$ cat src/hdl/utf8d_pkg.sv
// Shared types and constants for the UTF-8 stream decoder.
package utf8d_pkg;

   localparam int CP_W       = 21;
   localparam int COUNT_W    = 3;
   localparam int QUEUE_DEPTH = 4;
   localparam int QPTR_W     = $clog2(QUEUE_DEPTH);
   localparam int QCNT_W     = $clog2(QUEUE_DEPTH + 1);

   localparam logic [CP_W-1:0] REPL_RESET = 21'h00FFFD;

   // Lead byte limits and per-lead narrowed second-byte ranges.
   localparam logic [7:0] LEAD_MIN   = 8'hC2;
   localparam logic [7:0] LEAD_MAX   = 8'hF4;
   localparam logic [7:0] TAIL_LO    = 8'h80;
   localparam logic [7:0] TAIL_HI    = 8'hBF;
   localparam logic [7:0] LEAD_E0    = 8'hE0;
   localparam logic [7:0] LO_AFTER_E0 = 8'hA0;
   localparam logic [7:0] LEAD_ED    = 8'hED;
   localparam logic [7:0] HI_AFTER_ED = 8'h9F;
   localparam logic [7:0] LEAD_F0    = 8'hF0;
   localparam logic [7:0] LO_AFTER_F0 = 8'h90;
   localparam logic [7:0] LEAD_F4    = 8'hF4;
   localparam logic [7:0] HI_AFTER_F4 = 8'h8F;
   localparam logic [7:0] MASK_TWO   = 8'hE0;
   localparam logic [7:0] PAT_TWO    = 8'hC0;
   localparam logic [7:0] MASK_THREE = 8'hF0;
   localparam logic [7:0] PAT_THREE  = 8'hE0;

   localparam logic [COUNT_W-1:0] LEN_NONE  = 3'd0;
   localparam logic [COUNT_W-1:0] LEN_ONE   = 3'd1;
   localparam logic [COUNT_W-1:0] LEN_TWO   = 3'd2;
   localparam logic [COUNT_W-1:0] LEN_THREE = 3'd3;
   localparam logic [COUNT_W-1:0] LEN_FOUR  = 3'd4;

   // One classified input: a burst of invalid results, then an optional final result.
   typedef struct packed {
      logic [1:0]         inv_count;
      logic               has_final;
      logic               final_valid;
      logic [COUNT_W-1:0] final_count;
      logic [CP_W-1:0]    final_cp;
   } job_type;

endpackage

$ cat src/hdl/utf8d_front.sv
// Front end: accepts bytes, tracks the open sequence and classifies each transaction.
module utf8d_front (
   input  logic              clock,
   input  logic              reset,
   input  logic              accept,
   input  logic [7:0]        data_byte,
   input  logic              end_of_text,
   output logic              push,
   output utf8d_pkg::job_type job
);
   import utf8d_pkg::*;

   logic [7:0]         lead_ff, lead_in;
   logic [COUNT_W-1:0] exp_len_ff, exp_len_in;
   logic [COUNT_W-1:0] taken_ff, taken_in;
   logic [CP_W-1:0]    partial_ff, partial_in;

   logic               is_ascii;
   logic               is_lead;
   logic [COUNT_W-1:0] lead_len;
   logic [CP_W-1:0]    lead_partial;
   logic [7:0]         tail_lo;
   logic [7:0]         tail_hi;
   logic               tail_ok;
   logic [COUNT_W-1:0] taken_next;
   logic [CP_W-1:0]    partial_next;
   logic               do_lead;

   always_comb begin
      is_ascii = ~data_byte[7];
      is_lead  = (data_byte >= LEAD_MIN) && (data_byte <= LEAD_MAX);
      priority if ((data_byte & MASK_TWO) == PAT_TWO) begin
         lead_len     = LEN_TWO;
         lead_partial = {16'd0, data_byte[4:0]};
      end else if ((data_byte & MASK_THREE) == PAT_THREE) begin
         lead_len     = LEN_THREE;
         lead_partial = {17'd0, data_byte[3:0]};
      end else begin
         lead_len     = LEN_FOUR;
         lead_partial = {18'd0, data_byte[2:0]};
      end
   end

   always_comb begin
      tail_lo = TAIL_LO;
      tail_hi = TAIL_HI;
      if (taken_ff == LEN_ONE) begin
         if (lead_ff == LEAD_E0)      tail_lo = LO_AFTER_E0;
         else if (lead_ff == LEAD_ED) tail_hi = HI_AFTER_ED;
         else if (lead_ff == LEAD_F0) tail_lo = LO_AFTER_F0;
         else if (lead_ff == LEAD_F4) tail_hi = HI_AFTER_F4;
      end
      tail_ok      = (data_byte >= tail_lo) && (data_byte <= tail_hi);
      taken_next   = taken_ff + LEN_ONE;
      partial_next = {partial_ff[CP_W-7:0], data_byte[5:0]};
   end

   always_comb begin
      lead_in    = lead_ff;
      exp_len_in = exp_len_ff;
      taken_in   = taken_ff;
      partial_in = partial_ff;
      job        = '0;
      do_lead    = 1'b0;

      if (accept) begin
         priority if (end_of_text) begin
            if (exp_len_ff != LEN_NONE) begin
               job.inv_count = taken_ff[1:0];
               lead_in    = '0;
               exp_len_in = LEN_NONE;
               taken_in   = '0;
               partial_in = '0;
            end
         end else if (exp_len_ff == LEN_NONE) begin
            do_lead = 1'b1;
         end else if (tail_ok) begin
            if (taken_next >= exp_len_ff) begin
               job.has_final   = 1'b1;
               job.final_valid = 1'b1;
               job.final_count = exp_len_ff;
               job.final_cp    = partial_next;
               lead_in    = '0;
               exp_len_in = LEN_NONE;
               taken_in   = '0;
               partial_in = '0;
            end else begin
               taken_in   = taken_next;
               partial_in = partial_next;
            end
         end else begin
            // Flush what was taken, then retry the failing byte as a lead.
            job.inv_count = taken_ff[1:0];
            lead_in    = '0;
            exp_len_in = LEN_NONE;
            taken_in   = '0;
            partial_in = '0;
            do_lead    = 1'b1;
         end

         if (do_lead) begin
            priority if (is_ascii) begin
               job.has_final   = 1'b1;
               job.final_valid = 1'b1;
               job.final_count = LEN_ONE;
               job.final_cp    = {13'd0, data_byte};
            end else if (is_lead) begin
               lead_in    = data_byte;
               exp_len_in = lead_len;
               taken_in   = LEN_ONE;
               partial_in = lead_partial;
            end else begin
               job.has_final   = 1'b1;
               job.final_valid = 1'b0;
               job.final_count = LEN_ONE;
            end
         end
      end
      push = (job.inv_count != 2'd0) || job.has_final;
   end

   always_ff @(posedge clock) begin
      if (reset) begin
         lead_ff    <= '0;
         exp_len_ff <= LEN_NONE;
         taken_ff   <= '0;
         partial_ff <= '0;
      end else begin
         lead_ff    <= lead_in;
         exp_len_ff <= exp_len_in;
         taken_ff   <= taken_in;
         partial_ff <= partial_in;
      end
   end

endmodule

$ cat src/hdl/utf8d_queue.sv
// Short job queue between the classifier and the result sequencer.
module utf8d_queue (
   input  logic              clock,
   input  logic              reset,
   input  logic              push,
   input  utf8d_pkg::job_type push_job,
   input  logic              pop,
   output logic              full,
   output logic              not_empty,
   output utf8d_pkg::job_type head_job
);
   import utf8d_pkg::*;

   job_type            slot_ff [QUEUE_DEPTH];
   logic [QPTR_W-1:0]  wr_ptr_ff, wr_ptr_in;
   logic [QPTR_W-1:0]  rd_ptr_ff, rd_ptr_in;
   logic [QCNT_W-1:0]  count_ff, count_in;

   assign full      = (count_ff == QCNT_W'(QUEUE_DEPTH));
   assign not_empty = (count_ff != '0);
   assign head_job  = slot_ff[rd_ptr_ff];

   always_comb begin
      wr_ptr_in = push ? wr_ptr_ff + 1'b1 : wr_ptr_ff;
      rd_ptr_in = pop  ? rd_ptr_ff + 1'b1 : rd_ptr_ff;
      count_in  = count_ff;
      if (push && !pop) count_in = count_ff + 1'b1;
      else if (pop && !push) count_in = count_ff - 1'b1;
   end

   always_ff @(posedge clock) begin
      if (push) slot_ff[wr_ptr_ff] <= push_job;
   end

   always_ff @(posedge clock) begin
      if (reset) begin
         wr_ptr_ff <= '0;
         rd_ptr_ff <= '0;
         count_ff  <= '0;
      end else begin
         wr_ptr_ff <= wr_ptr_in;
         rd_ptr_ff <= rd_ptr_in;
         count_ff  <= count_in;
      end
   end

`ifndef NO_ASSERTIONS
   a_no_overflow: assert property (@(posedge clock) disable iff (reset)
      push |-> !full) else $error("queue push while full");
   a_no_underflow: assert property (@(posedge clock) disable iff (reset)
      pop |-> not_empty) else $error("queue pop while empty");
   a_count_tracks: assert property (@(posedge clock) disable iff (reset)
      (push && !pop) |=> (count_ff == $past(count_ff) + 1'b1))
      else $error("queue count did not advance on push");
   a_ptr_gap: assert property (@(posedge clock) disable iff (reset)
      (wr_ptr_ff - rd_ptr_ff) == count_ff[QPTR_W-1:0])
      else $error("queue pointers disagree with count");
`endif

endmodule

$ cat src/hdl/utf8d_back.sv
// Back end: expands queued jobs into result transactions, one per cycle unless the output stalls.
module utf8d_back (
   input  logic                          clock,
   input  logic                          reset,
   input  logic [utf8d_pkg::CP_W-1:0]    repl_code,
   input  logic                          head_valid,
   input  utf8d_pkg::job_type            head_job,
   output logic                          pop,
   output logic                          rsp_valid,
   input  logic                          rsp_stall,
   output logic [utf8d_pkg::CP_W-1:0]    rsp_code_point,
   output logic                          rsp_is_valid,
   output logic [utf8d_pkg::COUNT_W-1:0] rsp_seq_bytes,
   output logic                          rsp_last_of_run
);
   import utf8d_pkg::*;

   logic [1:0]         emitted_ff, emitted_in;
   logic               valid_ff, valid_in;
   logic [CP_W-1:0]    cp_ff, cp_in;
   logic               ok_ff, ok_in;
   logic [COUNT_W-1:0] cnt_ff, cnt_in;
   logic               last_ff, last_in;
   logic               load;
   logic               job_done;

   always_comb begin
      load = head_valid && (!valid_ff || !rsp_stall);
      if (emitted_ff != head_job.inv_count) begin
         cp_in    = repl_code;
         ok_in    = 1'b0;
         cnt_in   = LEN_ONE;
         job_done = ((emitted_ff + 2'd1) == head_job.inv_count) && !head_job.has_final;
      end else begin
         cp_in    = head_job.final_valid ? head_job.final_cp : repl_code;
         ok_in    = head_job.final_valid;
         cnt_in   = head_job.final_count;
         job_done = 1'b1;
      end
      last_in = job_done;
      pop     = load && job_done;

      emitted_in = emitted_ff;
      if (load) emitted_in = job_done ? 2'd0 : emitted_ff + 2'd1;

      // Hold a stalled result; otherwise refill from the queue head.
      valid_in = valid_ff;
      if (!valid_ff || !rsp_stall) valid_in = head_valid;
   end

   always_ff @(posedge clock) begin
      if (reset) begin
         emitted_ff <= '0;
         valid_ff   <= 1'b0;
      end else begin
         emitted_ff <= emitted_in;
         valid_ff   <= valid_in;
      end
   end

   always_ff @(posedge clock) begin
      if (load) begin
         cp_ff   <= cp_in;
         ok_ff   <= ok_in;
         cnt_ff  <= cnt_in;
         last_ff <= last_in;
      end
   end

   assign rsp_valid       = valid_ff;
   assign rsp_code_point  = cp_ff;
   assign rsp_is_valid    = ok_ff;
   assign rsp_seq_bytes   = cnt_ff;
   assign rsp_last_of_run = last_ff;

`ifndef NO_ASSERTIONS
   a_burst_in_job: assert property (@(posedge clock) disable iff (reset)
      emitted_ff <= head_job.inv_count || !head_valid)
      else $error("invalid burst ran past its job");
   a_invalid_single: assert property (@(posedge clock) disable iff (reset)
      (valid_ff && !ok_ff) |-> (cnt_ff == LEN_ONE && cp_ff == repl_code))
      else $error("invalid result not a single replacement byte");
`endif

endmodule

$ cat src/hdl/utf8_stream_decoder.sv
// Top level of the strict UTF-8 stream decoder.
//
//   channel   direction  handshake              payload
//   req_      in         req_valid / req_stall  data_byte, end_of_text
//   rsp_      out        rsp_valid / rsp_stall  code_point, is_valid, seq_bytes, last_of_run
//   csr_      in         csr_wr_en              replacement code (21 bits)
//
// One byte is accepted per cycle while not stalled; the classifier updates its sequence state
// in that cycle. Each transaction yields 0 to 4 results, sent by the result sequencer at one
// per cycle while the output is not stalled. Input stalls only when the 4-entry job queue is
// full. The first result of a transaction passes through the job queue and the output register
// before it is valid.
// Reset closes any open sequence, empties the queue and sets the code to U+FFFD.
module utf8_stream_decoder (
   input  logic                          clock,
   input  logic                          reset,
   input  logic                          req_valid,
   output logic                          req_stall,
   input  logic [7:0]                    req_data_byte,
   input  logic                          req_end_of_text,
   output logic                          rsp_valid,
   input  logic                          rsp_stall,
   output logic [utf8d_pkg::CP_W-1:0]    rsp_code_point,
   output logic                          rsp_is_valid,
   output logic [utf8d_pkg::COUNT_W-1:0] rsp_seq_bytes,
   output logic                          rsp_last_of_run,
   input  logic                          csr_wr_en,
   input  logic [utf8d_pkg::CP_W-1:0]    csr_wr_data
);
   import utf8d_pkg::*;

   logic [CP_W-1:0] repl_ff, repl_in;
   logic            accept;
   logic            push;
   job_type         push_job;
   logic            pop;
   logic            full;
   logic            not_empty;
   job_type         head_job;

   assign req_stall = full;
   assign accept    = req_valid && !full;
   assign repl_in   = csr_wr_en ? csr_wr_data : repl_ff;

   always_ff @(posedge clock) begin
      if (reset) repl_ff <= REPL_RESET;
      else       repl_ff <= repl_in;
   end

   utf8d_front u_front (
      .clock       (clock),
      .reset       (reset),
      .accept      (accept),
      .data_byte   (req_data_byte),
      .end_of_text (req_end_of_text),
      .push        (push),
      .job         (push_job)
   );

   utf8d_queue u_queue (
      .clock     (clock),
      .reset     (reset),
      .push      (push),
      .push_job  (push_job),
      .pop       (pop),
      .full      (full),
      .not_empty (not_empty),
      .head_job  (head_job)
   );

   utf8d_back u_back (
      .clock           (clock),
      .reset           (reset),
      .repl_code       (repl_ff),
      .head_valid      (not_empty),
      .head_job        (head_job),
      .pop             (pop),
      .rsp_valid       (rsp_valid),
      .rsp_stall       (rsp_stall),
      .rsp_code_point  (rsp_code_point),
      .rsp_is_valid    (rsp_is_valid),
      .rsp_seq_bytes   (rsp_seq_bytes),
      .rsp_last_of_run (rsp_last_of_run)
   );

endmodule

$ cat config.mk
export PLATFORM = sky130hd
export DESIGN_NAME = utf8_stream_decoder
export DESIGN_NICKNAME = d
export VERILOG_FILES = /design/src/hdl/utf8d_pkg.sv /design/src/hdl/utf8d_front.sv /design/src/hdl/utf8d_queue.sv /design/src/hdl/utf8d_back.sv /design/src/hdl/utf8_stream_decoder.sv
export SDC_FILE = /design/constraint.sdc
export NUM_CORES = 1
export LEC_CHECK = 0
export BUFFER_PORTS_ARGS = -buffer_cell sky130_fd_sc_hd__buf_2
export CAP_MARGIN = 10
export CORE_UTILIZATION = 55
export DETAILED_ROUTE_END_ITERATION = 12
export PLACE_DENSITY = 0.81
export SYNTH_ARGS = -nofsm -noshare
export SYNTH_HDL_FRONTEND = slang
export SYNTH_SLANG_ARGS = --single-unit
$ cat constraint.sdc
create_clock -name clock -period 10.8 [get_ports clock]
set_clock_uncertainty 0.2 [all_clocks]
set_input_delay 3.24 -clock clock [delete_from_list [all_inputs] [get_ports clock]]
set_output_delay 3.24 -clock clock [all_outputs]
set_load 0.1 [all_outputs]
==> impl_metrics.tcl, run 1 <==
set metrics [dict create \
    seq_area_frac_synth_pct 66.7 \
    postRouteAntennaNets 0 \
    vias 4589 \
    rsz0062_at_grt "false" \
    yosysTopAreaCellShare_pct 51.3 \
    drc 0 \
    rrSetupSlack_ns 6.19 \
    p_sw_share_pct 36.7 \
    setup_violations 0 \
    synth_most_common_cell "edfxtp_1" \
    ios 63 \
    clockPowerShare_pct 29.0 \
    synth_cells 524 \
    dpl.hpwl_mm 9.99 \
    netlist-cell-type-count 56 \
    core_area_mm2 0.0141 \
    crit_top_cell "inv_1" \
    gr-total-overflow 0 \
    antenna_found_initial 0 \
    critPathLaunchType "input pin" \
    worstHoldPathType "flop to flop" \
    p_per_area_mw_per_mm2 243 \
    die_h_um 123 \
    grt_pass1_wl_mm 24.1 \
    synth-async-reset-ratio_pct 0 \
    cpPeakStageDelay_ns 0.45 \
    cts-hold-fix-buffers 0 \
    peakVddDrop_mv 0.195 \
    post_cts_resized 0 \
    htreeDepth 4 \
    crit_chain "buf_2, inv_1, ha_1, and3b_1, a2111o_1, nand4_1, o2111a_1, a21oi_2, inv_1, ha_1, inv_1, fa_1, xor2_1, or3_1, a21oi_1" \
    r2r_cells 17 \
    cp_top_family "compound AO/OA/AOI/OAI gates" \
    wire_per_inst_um 19.8 \
    place_inst 755 \
    netlist_area_mm2 0.00808 \
    p_leak_uw 0.00342 \
    min_from "u_front.lead_ff[6]" \
    dr.pass1.iters 5 \
    crit_type "input pin to flop" \
    synth_edf_count 138 \
    synth_common_cells "138 x edfxtp_1, 62 x dfxtp_1, 34 x nand2_1" \
    pwr-share-comb_pct 29.0 \
    crit_fanout 8 \
    diodes 0 \
    ys.flop_type "edfxtp_1" \
    cts_sinks 200 \
    post_cts_buffers 0 \
    fmaxAchievable_ghz 0.159 \
    tns_ns 0 \
    yosys.area.top_type "edfxtp_1" \
    r2r_end "u_queue.count_ff[2]" \
    grt_max_degree 30 \
    max-clock-path-buffers 2 \
    postRouteWirelength_mm 15.6 \
    dieWidth_um 123 \
    cts_buffers 17 \
    endpoint_kind "flop" \
    dieArea_mm2 0.0152 \
    cts_tree "done" \
    cp.required_ns 10.96 \
    synth-seq-cells 200 \
    path_clk_slew_ns 0.07 \
    avgSynthCellArea_um2 15.4 \
    rows 43 \
    synth_area_leaders "edfxtp_1 51%, dfxtp_1 15%, mux4_2 7.8%, mux2i_1 3.0%, mux2_2 2.9%" \
    gp_congestion 0.877 \
    drv_slew 0 \
    groute.usage.overall_pct 22.1 \
    switching_power_uw 824 \
    min_to "u_front.lead_ff[6]" \
    reg2reg_from "u_front.taken_ff[0]" \
    port_buffers 62 \
    vias_per_cell 5.83 \
    max-slew-margin-rel_pct 34.1 \
    status "finished clean" \
    syn_nets 574 \
    final_layout_size_suffix_gt1_share_pct 27.3 \
    critPathBufInv 4 \
    critical_path_arrival_ns 6.47 \
    cts-root-buf "clkbuf_16" \
    min_path_cells 1 \
    fin_crit_sh_pct 58.4 \
    drt_iter0_drc 341 \
    fin_cells 787 \
    critPathSlowestCell "a2111o_1" \
    grt_pass1_vias 4606 \
    worst-slew-pin-transition_ns 0.981 \
    ys_warn_count 0 \
    p_int_uw 1420 \
    finalNetCount 644 \
    fill_cells 985 \
    areaGrowthSynthToFinish_pct 14.4 \
    cap_violations 0 \
    start_util_pct 57.3 \
    clock_latency_ns 0.43 \
    seqPwrFrac_pct 42.0 \
    register_area_mm2 0.00539 \
    multiInputGateArea_mm2 0.00257 \
    timing.final.hold_violations 0 \
    period_minus_slack_ns 6.31 \
]
[flip-flops by register name, summed over array words and instances (netlist names), 2 cells and up, named ones only]
register               cells
repl_ff                   21
u_back.emitted_ff          2
u_back.rsp_code_point     21
u_back.rsp_seq_bytes       3
u_front.exp_len_ff         3
u_front.lead_ff            8
u_front.partial_ff        15
u_front.taken_ff           3
u_queue.count_ff           3
u_queue.rd_ptr_ff          2
u_queue.slot_ff          112
u_queue.wr_ptr_ff          2
[logic make-up (layout without fill, tap and decap cells)]
logic type	count (synthesis)	after routing	share of synthesized area, %
AOI/OAI and AO/OA	58	58	5.47
xor gates and xnor gates	7	7	0.992
muxes	73	73	13.7
adders and majority gates	15	15	2.42
buffers and inverters	36	119	1.84
and+or+nand+nor	135	135	8.89
DFF	200	200	66.7
[power groups by stage]
| stage | logic [uW] | clock network, uW | registers, uW |
|---|---|---|---|
| after global placement | 648 | 0 | 954 |
| after detailed placement | 655 | 0 | 960 |
| after global routing | 682 | 689 | 950 |
| after floorplan | 185 | 0 | 1320 |
| final | 652 | 651 | 943 |
| after CTS | 657 | 661 | 944 |
[layout by cell type, fill, tap and decap left out, types with 2 or more instances in the layout]
master,Yosys,routed
mux2i_1,24,24
nand3_1,3,3
a21oi_1,11,10
xor2_1,3,3
a31oi_1,3,3
and3_1,2,2
mux2_2,21,21
or3_1,3,3
o21ai_0,3,3
and2_1,21,21
nor2b_2,0,2
buf_4,0,10
clkinvlp_4,0,4
nor3_1,12,12
xnor2_1,3,3
nor2_1,24,24
inv_8,0,2
nand3b_1,3,3
edfxtp_1,138,138
o21a_1,2,2
a22o_1,21,21
buf_2,4,62
clkbuf_16,0,17
mux4_2,28,28
nor2b_1,10,6
dfxtp_1,62,61
inv_1,14,14
nand2b_1,4,4
nand2_1,34,34
ha_1,14,14
bufinv_16,0,3
a21o_1,6,6
nor4_1,6,6
or2_2,3,3
nand4_1,2,2
clkinv_2,0,2
nor2b_4,0,2
[layer usage]
metal / part of all wire [%] / track usage, % / wire length [um] / vias to the layer above
li1: - / - / - / 2138
met1: 44 / 28.4 / 6780 / 2275
met2: 49 / 36.1 / 7630 / 158
met3: 5.9 / 5.77 / 912 / 18
met4: 1.6 / 8.51 / 244 / 0
met5: 0 / 0 / 0 / -
[per-stage QoR]
stage	setup slack, ns	instance area (um^2)	utilization, %	hold slack, ns	power [uW]
6_report	4.49	9240	65.6	0.252	2250
5_1_grt	4.36	9240	65.6	0.281	2320
4_1_cts	4.54	9240	65.6	0.254	2260
3_5_place_dp	4.10	8630	61.2	0.237	1610
3_3_place_gp	4.25	8630	61.2	0.231	1600
2_1_floorplan	4.24	8080	-	0.219	1500
[area by class of cell]
type	count	share of cell area [%]
Clock inverter	13	1.84
Timing Repair Buffer	72	4.17
Inverter	15	0.609
Multi-Input combinational cell	288	27.9
Sequential cell	200	58.3
Clock buffer	19	4.79
Tap cell	180	2.44
[worst max-delay path by stage]
stage | start | depth (start not counted) | endpoint
after floorplan | req_data_byte[4] | 8 | u_queue.slot_ff[0][0]
after global placement | req_data_byte[4] | 15 | u_queue.count_ff[2]
after detailed placement | req_data_byte[4] | 15 | u_queue.count_ff[2]
after CTS | req_data_byte[4] | 15 | u_queue.count_ff[2]
after global routing | req_data_byte[4] | 15 | u_queue.count_ff[2]
final | req_data_byte[4] | 15 | u_queue.count_ff[2]
Note: power is estimated with default switching activity, not from simulation.
==> run 2, diff against run 1 <==
--- a/config.mk
+++ b/config.mk
@@ -7,9 +7,9 @@
 export LEC_CHECK = 0
 export BUFFER_PORTS_ARGS = -buffer_cell sky130_fd_sc_hd__buf_2
 export CAP_MARGIN = 10
-export CORE_UTILIZATION = 55
+export CORE_UTILIZATION = 54
 export DETAILED_ROUTE_END_ITERATION = 12
-export PLACE_DENSITY = 0.81
+export PLACE_DENSITY = 0.83
 export SYNTH_ARGS = -nofsm -noshare
 export SYNTH_HDL_FRONTEND = slang
 export SYNTH_SLANG_ARGS = --single-unit
==> constraint.sdc (replaced) <==
create_clock -name clock -period 5.8 [get_ports clock]
set_clock_uncertainty 0.2 [all_clocks]
set_input_delay 1.74 -clock clock [delete_from_list [all_inputs] [get_ports clock]]
set_output_delay 1.74 -clock clock [all_outputs]
set_load 0.1 [all_outputs]
==> run 2 against run 1 <==
  * Wire length up 1.7%
  * Final cell count increased by 0.51%
  * Power up 87%
  * Register-to-register slack got worse by 5.0 ns
  * Setup slack lost 3.5 ns
  * Combinational power increased by 86%
  * Die area increased by 1.8%
  * Sequential cell count did not move
==> impl_metrics.tcl, run 2 (synthesized netlist as in run 1, its figures left out) <==
set metrics [dict create \
    status "finished clean" \
    grt_pass1_wl_mm 25.6 \
    final_cell_mix "138 x edfxtp_1, 62 x buf_2, 61 x dfxtp_1, 34 x nand2_1, 28 x mux4_2" \
    core_area_mm2 0.0146 \
    clock_latency_ns 0.43 \
    dr.pass1.iters 5 \
    areaGrowthSynthToFinish_pct 14.4 \
    routed.top_layer "met4" \
    cts_buffers 17 \
    cts_sinks 200 \
    critical_path_arrival_ns 4.92 \
    finalNetCount 644 \
    top_register "u_queue.slot_ff" \
    worstHoldPathType "flop to flop" \
    critPathBufInv 4 \
    crit_type "input pin to flop" \
    rows 44 \
    dieArea_mm2 0.0154 \
    vias_per_cell 5.91 \
    tns_ns 0 \
    max-clock-path-buffers 2 \
    die_h_um 124 \
    p_per_area_mw_per_mm2 454 \
    cpPeakStageDelay_ns 0.45 \
    dr_wl_met2_mm 8.00 \
    grt_max_degree 30 \
    routed-wl-met3_um 770 \
    crit_top_cell "inv_1" \
    max-slew-margin-rel_pct 25.2 \
    met1Wirelength_mm 6.85 \
    worst-slew-pin-transition_ns 1.12 \
    register_area_mm2 0.00539 \
    largest_reg_flops 112 \
    gr-total-overflow 0 \
    dpl.hpwl_mm 10.1 \
    multiInputGateArea_mm2 0.00256 \
    diodes 0 \
    groute.usage.overall_pct 21.8 \
    port_buffers 62 \
    cts-hold-fix-buffers 0 \
    timing.final.hold_violations 0 \
    cap_violations 0 \
    critPathSlowestCell "a2111o_1" \
    post_cts_buffers 0 \
    gp_congestion 0.880 \
    fmaxAchievable_ghz 0.210 \
    fill_cells 1039 \
    postRouteWirelength_mm 15.8 \
    htreeDepth 4 \
    rsz0062_at_grt "false" \
    vias 4677 \
    setup_violations 0 \
    critPathLaunch "req_data_byte[4]" \
    cts-root-buf "clkbuf_16" \
    postRouteAntennaNets 0 \
    cp.required_ns 5.96 \
    fin_crit_sh_pct 82.1 \
    start_util_pct 55.4 \
    peakVddDrop_mv 0.233 \
    p_leak_uw 0.00342 \
    drt_iter0_drc 435 \
    drv_slew 0 \
    path_clk_slew_ns 0.07 \
    final_common_cell "edfxtp_1" \
    final_layout_size_suffix_gt1_share_pct 27.2 \
    cp_top_family "compound AO/OA/AOI/OAI gates" \
    crit_chain "buf_2, inv_1, ha_1, and3b_1, a2111o_1, nand4_1, o2111a_1, a21oi_2, inv_1, ha_1, inv_1, fa_1, xor2_1, or3_1, a21oi_1" \
    crit_fanout 8 \
    drc 0 \
    ios 63 \
    cts_tree "done" \
    antenna_found_initial 0 \
    reg2reg_from "u_front.taken_ff[0]" \
    power.total_uw 4190 \
    wire_per_inst_um 20.0 \
    min_from "u_front.lead_ff[6]" \
    post_cts_resized 0 \
    grt_pass1_vias 4755 \
    period_minus_slack_ns 4.76 \
    critPathLaunchType "input pin" \
    dieWidth_um 124 \
    endpoint_kind "flop" \
]
run 2: final cells by class:
class,count,area share (%)
flip-flops and latches,200,58.3
well taps,184,2.49
repair buffers,72,4.17
inverters,15,0.609
clock buffers,20,4.96
clock inverters,12,1.81
multi-input cells,288,27.7
run 2: final timing paths:
check	to	slack, ns	depth (start not counted)
max	u_queue.count_ff[2]	1.04	15
min	u_front.lead_ff[6]	0.26	1
max reg2reg	u_queue.count_ff[2]	1.21	17
min reg2reg	u_front.lead_ff[6]	0.26	1
run 2: worst reg2reg max path: stages (launching register included):
cell      delay, ns
dfxtp_1        0.46
ha_1           0.20
and4b_1        0.21
nand3b_1       0.16
nor4_1         0.34
ha_1           0.30
and3b_1        0.18
a2111o_1       0.45
nand4_1        0.20
o2111a_1       0.31
a21oi_2        0.13
inv_1          0.10
ha_1           0.19
inv_1          0.07
fa_1           0.39
xor2_1         0.19
or3_1          0.32
a21oi_1        0.14
run 2: stage by stage:
| step | utilization, % | hold slack [ns] | cells | worst slack (ns) | area [um^2] |
|---|---|---|---|---|---|
| final | 63.3 | 0.257 | 791 | 1.04 | 9240 |
| after global routing | 63.3 | 0.279 | 791 | 0.895 | 9240 |
| after CTS | 63.3 | 0.259 | 791 | 1.09 | 9240 |
| after detailed placement | 59.0 | 0.243 | 759 | 0.662 | 8610 |
| after global placement | 59.0 | 0.230 | 759 | 0.805 | 8610 |
| after floorplan | - | 0.219 | 524 | 0.741 | 8080 |
run 2: where the power goes:
part | total [uW] | internal, uW | switching [uW]
combinational | 1210 | 253 | 952
clock | 1230 | 710 | 523
sequential | 1760 | 1700 | 57.9
total | 4190 | 2660 | 1530
run 2: routing by layer:
metal  up-vias  GRT usage (%)
li1       2132              -
met1      2362           28.9
met2       163           35.6
met3        20           5.46
met4         0           6.73
met5         -              0
